`src/rtl/core/nearest_source_voice_select_defines.svh`:
```
// ----------------------------------------------------------------------------
// Assertion macros for the nearest source voice select block
// Concurrent checks that vanish when SYNTHESIS is defined.
// ----------------------------------------------------------------------------
`ifndef NEAREST_SOURCE_VOICE_SELECT_DEFINES_SVH
`define NEAREST_SOURCE_VOICE_SELECT_DEFINES_SVH
`ifndef SYNTHESIS
// A property that must hold at every clock edge outside reset.
`define NSVS_ASSERT(lbl, clk, rst_n, prop) \
	lbl: assert property (@(posedge clk) disable iff (!rst_n) (prop)) \
		else $error("nsvs: assertion failed");
// A consequent that must hold in the same cycle as its antecedent.
`define NSVS_IMPLY(lbl, clk, rst_n, ante, cons) \
	lbl: assert property (@(posedge clk) disable iff (!rst_n) (ante) |-> (cons)) \
		else $error("nsvs: implication failed");
// A consequent that must hold in the cycle after its antecedent.
`define NSVS_NEXT(lbl, clk, rst_n, ante, cons) \
	lbl: assert property (@(posedge clk) disable iff (!rst_n) (ante) |=> (cons)) \
		else $error("nsvs: next-cycle implication failed");
`else
`define NSVS_ASSERT(lbl, clk, rst_n, prop)
`define NSVS_IMPLY(lbl, clk, rst_n, ante, cons)
`define NSVS_NEXT(lbl, clk, rst_n, ante, cons)
`endif
`endif

```
`src/rtl/core/nsvs_pkg.sv`:
```
`timescale 1ns / 1ps
// ----------------------------------------------------------------------------
// nsvs_pkg
// Shared constants, item types and helpers of the voice select block.
// ----------------------------------------------------------------------------
package nsvs_pkg;

	localparam int MAX_SLOTS = 32;
	localparam int SLOT_W = (MAX_SLOTS > 1) ? $clog2(MAX_SLOTS) : 1;
	localparam int CNT_W = $clog2(MAX_SLOTS + 1);

	localparam int DIST_W = 34;
	localparam int RPM_W = 10;
	localparam int COORD_W = 16;
	localparam int CFG_W = 6;
	localparam int SLOT_OUT_W = 5;
	localparam int VOL_W = 7;
	localparam int FREQ_W = 18;

	localparam int QUEUE_DEPTH = 2;
	localparam int Q_PTR_W = $clog2(QUEUE_DEPTH);

	localparam logic [DIST_W-1:0] FAR_RESET = DIST_W'(8196 * 8196);
	localparam logic [CFG_W-1:0] SLOT_COUNT_RESET = CFG_W'(4);

	localparam logic OP_ADD = 1'b0;
	localparam logic OP_EMIT = 1'b1;

	typedef logic [2:0][COORD_W-1:0] vec3_t;

	typedef struct packed {
		logic op;
		logic [RPM_W-1:0] rpm;
		vec3_t pos;
		vec3_t vel;
		logic [DIST_W-1:0] sq_dist;
	} cmd_t;

	typedef struct packed {
		logic [RPM_W-1:0] rpm;
		vec3_t pos;
		vec3_t vel;
	} entry_t;

	typedef struct packed {
		logic [SLOT_OUT_W-1:0] slot;
		logic [RPM_W-1:0] rpm;
		vec3_t pos;
		vec3_t vel;
		logic [VOL_W-1:0] volume;
		logic [FREQ_W-1:0] freq;
		logic present;
		logic last;
	} res_t;

	// Number of slots in use, limited to the storage that exists.
	function automatic logic [CNT_W-1:0] capacity(input logic [CFG_W-1:0] count);
		if (int'(count) < MAX_SLOTS) begin
			return CNT_W'(count);
		end
		return CNT_W'(MAX_SLOTS);
	endfunction

endpackage

```
`src/rtl/core/nsvs_queue.sv`:
```
`timescale 1ns / 1ps
// ----------------------------------------------------------------------------
// nsvs_queue
// Short command queue that lets the front and back stall independently.
// ----------------------------------------------------------------------------
module nsvs_queue (
	input  logic           clk,
	input  logic           arst_n,
	input  logic           in_valid,
	output logic           in_ready,
	input  nsvs_pkg::cmd_t in_cmd,
	output logic           out_valid,
	input  logic           out_ready,
	output nsvs_pkg::cmd_t out_cmd
);
	import nsvs_pkg::*;

	cmd_t entry_q [QUEUE_DEPTH];
	logic [Q_PTR_W-1:0] wr_ptr_q;
	logic [Q_PTR_W-1:0] rd_ptr_q;
	logic [Q_PTR_W:0] fill_q;
	logic push;
	logic pop;

	assign in_ready = (fill_q != (Q_PTR_W+1)'(QUEUE_DEPTH));
	assign out_valid = (fill_q != '0);
	assign out_cmd = entry_q[rd_ptr_q];
	assign push = in_valid && in_ready;
	assign pop = out_valid && out_ready;

	always_ff @(posedge clk or negedge arst_n) begin
		if (!arst_n) begin
			wr_ptr_q <= '0;
			rd_ptr_q <= '0;
			fill_q <= '0;
		end else begin
			if (push) begin
				wr_ptr_q <= wr_ptr_q + Q_PTR_W'(1);
			end
			if (pop) begin
				rd_ptr_q <= rd_ptr_q + Q_PTR_W'(1);
			end
			if (push && !pop) begin
				fill_q <= fill_q + (Q_PTR_W+1)'(1);
			end else if (pop && !push) begin
				fill_q <= fill_q - (Q_PTR_W+1)'(1);
			end
		end
	end

	always_ff @(posedge clk) begin
		if (push) begin
			entry_q[wr_ptr_q] <= in_cmd;
		end
	end

endmodule

```
`config.mk`:
```
export PLATFORM = sky130hd
export DESIGN_NAME = nsvs_queue
export DESIGN_NICKNAME = d
export VERILOG_FILES = /design/src/rtl/core/nearest_source_voice_select_defines.svh /design/src/rtl/core/nsvs_pkg.sv /design/src/rtl/core/nsvs_queue.sv
export SDC_FILE = /design/constraint.sdc
export NUM_CORES = 1
export LEC_CHECK = 0
export BUFFER_PORTS_ARGS = -buffer_cell sky130_fd_sc_hd__buf_2
export CORE_MARGIN = 8
export CORE_UTILIZATION = 50
export DETAILED_ROUTE_END_ITERATION = 8
export GPL_ROUTABILITY_DRIVEN = 0
export PLACE_DENSITY = 0.76
export SETUP_SLACK_MARGIN = 0.3
export SLEW_MARGIN = 10
export SYNTH_ARGS = -nofsm -noshare
export SYNTH_HDL_FRONTEND = slang
export SYNTH_SLANG_ARGS = --single-unit
```
`constraint.sdc`:
```
create_clock -name clk -period 11.3 [get_ports clk]
set_clock_uncertainty 0.05 [all_clocks]
set_input_delay 0.565 -clock clk [delete_from_list [all_inputs] [get_ports clk]]
set_output_delay 0.565 -clock clk [all_outputs]
set_load 0.03 [all_outputs]
```
* Word-level counts from Yosys, hierarchy flattened
Memories as Yosys holds them, arrays and structs flattened.
Cells that the tools add are included.
** Word-level totals
- Memory bits (writable) :: 282
- Memory bits (read-only) :: 0
- Bits of input ports :: 145
- Output and inout bits :: 143
- Memories :: 1
- Bits in registers :: 4
- Word-level logic and storage cells :: 21
- Bits in latches :: 0
** Operators by class
- Muxes and demuxes :: 4
- Multipliers :: 0
- Reduce and logical (&&, ||, !) cells :: 8
- Div/mod/pow operators :: 0
- $add $sub $neg :: 4
- Bitwise gates (word level) :: 0
- Shift operators :: 0
- Magnitude comparators :: 0
- Equal/unequal tests :: 1
** Memory list
- entry_q :: words 2, bits a word 141, rd ports 1, clocked after Yosys merged registers in 0, wr ports 1, line nsvs_queue.sv:18 : cmd_t entry_q [QUEUE_DEPTH];
** Operators with widths (count)
- logical AND 1 bit :: 4
- 2-to-1 mux 2 bit :: 2
- nonzero test 2 bit :: 2
- adder 1 bit, second input constant :: 2
- adder 2 x 1 -> 2 bit, second input constant :: 1
- logical NOT 1 bit :: 2
- 2-to-1 mux 1 bit :: 2
- != test 2 bit, second input constant :: 1
- subtractor 2 x 1 -> 2 bit, second input constant :: 1

* Longest topological paths before layout
- Depth in word-level cells :: 6
- Gate-level depth with buffers :: 7

* Worst setup path before layout
Ideal clock, no wire load.
- Path type :: register to register
- Start point :: register fill_q[0]
- End point :: memory entry_q[0][0] (netlist bit), enable pin
- Slack :: 3.861 ns
- Period minus slack after synthesis :: 7.439 ns
- Required time :: 10.606 ns
- Data arrival time :: 6.745 ns
- Stages on the path, launching flop included :: 4
- Cells stage by stage :: dfrtp_1 nand2b_1 nand2_1 nor2_1
** Between the ends
- Cells in the longest elaborated chain, start to end :: 4
** RTL lines
- from (decl) :: line nsvs_queue.sv:21 : logic [Q_PTR_W:0] fill_q;
- from (signal assigned) :: line nsvs_queue.sv:44 : fill_q <= fill_q + (Q_PTR_W+1)'(1);
- from (signal assigned) :: line nsvs_queue.sv:46 : fill_q <= fill_q - (Q_PTR_W+1)'(1);
- != test 2 bit :: line nsvs_queue.sv:25 : assign in_ready = (fill_q != (Q_PTR_W+1)'(QUEUE_DEPTH));
- named net in_ready :: line nsvs_queue.sv:10 : output logic in_ready,
- logical AND 1 bit :: line nsvs_queue.sv:28 : assign push = in_valid && in_ready;
- 2-to-1 mux 1 bit :: line nsvs_queue.sv:52 : if (push) begin
- 2-to-1 mux 1 bit (implied by the code) :: line nsvs_queue.sv:53 : entry_q[wr_ptr_q] <= in_cmd;
- to (decl) :: line nsvs_queue.sv:18
The timed path passes the listed nets, and every way through them passes these cells.

==> key figures <==
STA
  • Final Hold Fails: 0
  • Slew @ Worst Pin: 1.17 ns
  • Max Fclk: 310 MHz
  • Crit path time final: 3.23 ns
  • Slew Limit Fails: 0
  • Fin crit share: 28.6%
  • Relative slew slack: 22.2%
  • Final setup margin: 8.07 ns
  • Fin Hold WS: 0.172 ns
  • Fin Setup TNS: 0 ns
  • RSZ-0062 raised after global routing: false
  • Final count of negative-setup-slack endpoints: 0

GRT
  • Initial antenna violation count: 3
  • First-pass GRT wire length: 31400 um
  • Vias in the first global route: 5843
  • Pin count of the biggest net entering global routing: 78
  • Total gr overflow: 0
  • Global Route Usage Sum: 15.2%

Drt
  • Vias: 5336
  • Detailed Routing Iterations Pass 1: 4
  • Post-route ant nets: 0
  • DR WL/cell: 20.0 um
  • M1 wire length: 8170 um
  • Final wirelength: 21200 um
  • 1st-iter DRT viols: 355
  • Metal2 WL: 10600 um
  • Post-route DRC: 0
  • WL met3: 1900 um
  • Via density: 5.02
  • Top Metal Used: met4

Synth
  • Syn. warnings: 0
  • Ys async rst share: 1.40%
  • Post-synthesis sequential area ratio: 80.1%
  • Netlist cell types: 15
  • Synth top area share: 79.2%
  • Cell Area, Synth: 10700 um2
  • Most frequent cells after synthesis: 282 x edfxtp_1, 80 x mux2_4, 61 x mux2_2
  • Count leader, synth: edfxtp_1
  • XOR/XNOR share of the synthesized area: 0.410%
  • Top post-synthesis cells by area: edfxtp_1 79%, mux2_4 11%, mux2_2 6.4%
  • Area leader, netlist: edfxtp_1
  • Main synth FF type: edfxtp_1
  • Synth Area in Compound Gates: 0%
  • Post-synth EDFFs: 282
  • Post-synthesis register bit count: 286
  • Synth Area in Adders: 0.117%
  • Combinational family with the most area after synthesis: multiplexers
  • Post-synthesis net count: 603
  • Synth Instances: 457
  • Average size of a mapped cell: 23.4 um2
  • Synth Area in Simple Gates: 0.316%
  • Post-synthesis mux area share: 17.7%

Worst setup path
  • Crit. End Element: output pin
  • CP arrival: 2.61 ns
  • WP data required: 10.69 ns
  • Setup crit start kind: flip-flop
  • Crit-path max FO: 63
  • Worst Setup Path Type: flip-flop to output pin

Pwr
  • Leakage: 0.00516 uW
  • Power Density: 285 nW/um2
  • Peak VDD IR: 247 uV

Clock network
  • Htree depth: 1
  • TritonCTS buffer count: 28
  • CTS tree: done
  • Root buffer cell: clkbuf_16
  • Post-CTS resize count: 0
  • CTS Buffer Depth: 3
  • Clock sink total: 286
  • CTS clock-pin slew for the worst setup and hold paths: 0.06 ns
  • Clk_lat worst skew: 0.53 ns

Place
  • Pre-CTS setup slack: 8.40 ns
  • PortBufs: 287
  • Detailed Place HPWL: 14600 um

Outcome
  • Outcome: finished clean

Die
  • Io pins: 288
  • Initial core utilization: 50.9%
  • Die width: 162 um
  • Die ar.: 26300 um2
  • Die height: 162 um
  • Row count: 53
  • Core area: 21000 um2

Final layout
  • Nets: 910
  • Layout cells sized above 1: 60.3%
  • Syn-to-layout area delta: 23.6%
  • # fillers: 1494

Job
  • Max Cap Viol: 0

Hold path
  • HP Class: input pin to flip-flop
## through the flow
stage | util (%) | total power, uW | cell area [um2] | std cells
final | 62.9 | 3770 | 13200 | 1062
after floorplan | - | 2670 | 10700 | 457
after detailed placement | 58.9 | 3000 | 12400 | 1008
after global routing | 62.9 | 3930 | 13200 | 1062
after CTS | 62.8 | 3820 | 13200 | 1059
after global placement | 58.9 | 2960 | 12400 | 1008
## cell usage in the layout, fill, tap and decap left out, drive strengths merged
cell / n
and3: 1
buf: 292
clkbuf: 34
clkinv: 14
clkinvlp: 1
dfrtp: 4
diode: 3
dlygate4sd3: 1
edfxtp: 282
ha: 1
inv: 2
mux2: 141
nand2: 2
nand2b: 1
nor2: 2
or2: 1
xnor2: 3
xor2: 2
## layout make-up
class / count / area (um2) / area share [%]
clock buffer: 34 / 723 / 5.47
tap: 275 / 344 / 2.60
clock inverter: 16 / 87.6 / 0.663
timing repair buffer: 293 / 1480 / 11.2
antenna: 3 / 7.51 / 0.0568
multi-input combinational: 154 / 1990 / 15.1
inverter: 1 / 3.75 / 0.0284
sequential: 286 / 8570 / 64.9
## timing repair
action	4_1_cts	5_1_grt
setup buffers	0	0
hold endpoints to repair	4	0
hold buffers	1	0
## power by group
group | internal [uW] | switching [uW]
registers | 1460 | 66.4
logic | 519 | 917
clock network | 454 | 357
total | 2430 | 1340
## registers in the layout, indices dropped and copies added, names as in the netlist
name      count
entry_q     282
rd_ptr_q      1
fill_q        2
wr_ptr_q      1
## kinds of logic (layout without fill, tap and decap cells)
logic type / Yosys count / after routing
muxes: 141 / 141
DFF: 286 / 286
other: 0 / 3
xor gates and xnor gates: 5 / 5
adders and majority gates: 1 / 1
and+or+nand+nor: 7 / 7
buffers and inverters: 17 / 344
## final timing paths
check,from,to,slack [ns],cells after the start
worst max-delay path,rd_ptr_q$_DFFE_PN0P_,out_cmd[46],8.07,3
worst min-delay path,in_cmd[134],entry_q[0][134]$_DFFE_PP_,0.17,1
worst max register to register,fill_q[0]$_DFFE_PN0P_,entry_q[1][47]$_DFFE_PP_,8.51,3
worst min register to register,fill_q[1]$_DFFE_PN0P_,fill_q[1]$_DFFE_PN0P_,0.46,1
max in group asynchronous,arst_n,rd_ptr_q$_DFFE_PN0P_,10.70,2
min in group asynchronous,arst_n,fill_q[1]$_DFFE_PN0P_,0.35,2
## critical path, stage by stage, from the launching register on
cell and delay [ns]:
dfrtp_4 0.55, buf_4 0.90, mux2_4 0.36, buf_2 0.18
## layer usage
layer  global-route usage [%]  vias to the layer above
met5                        0                        -
met3                     4.81                       35
met2                     26.7                      250
met4                     4.80                        0
met1                     17.5                     2622
li1                         -                     2429
Power figures use the tool's default switching activity.
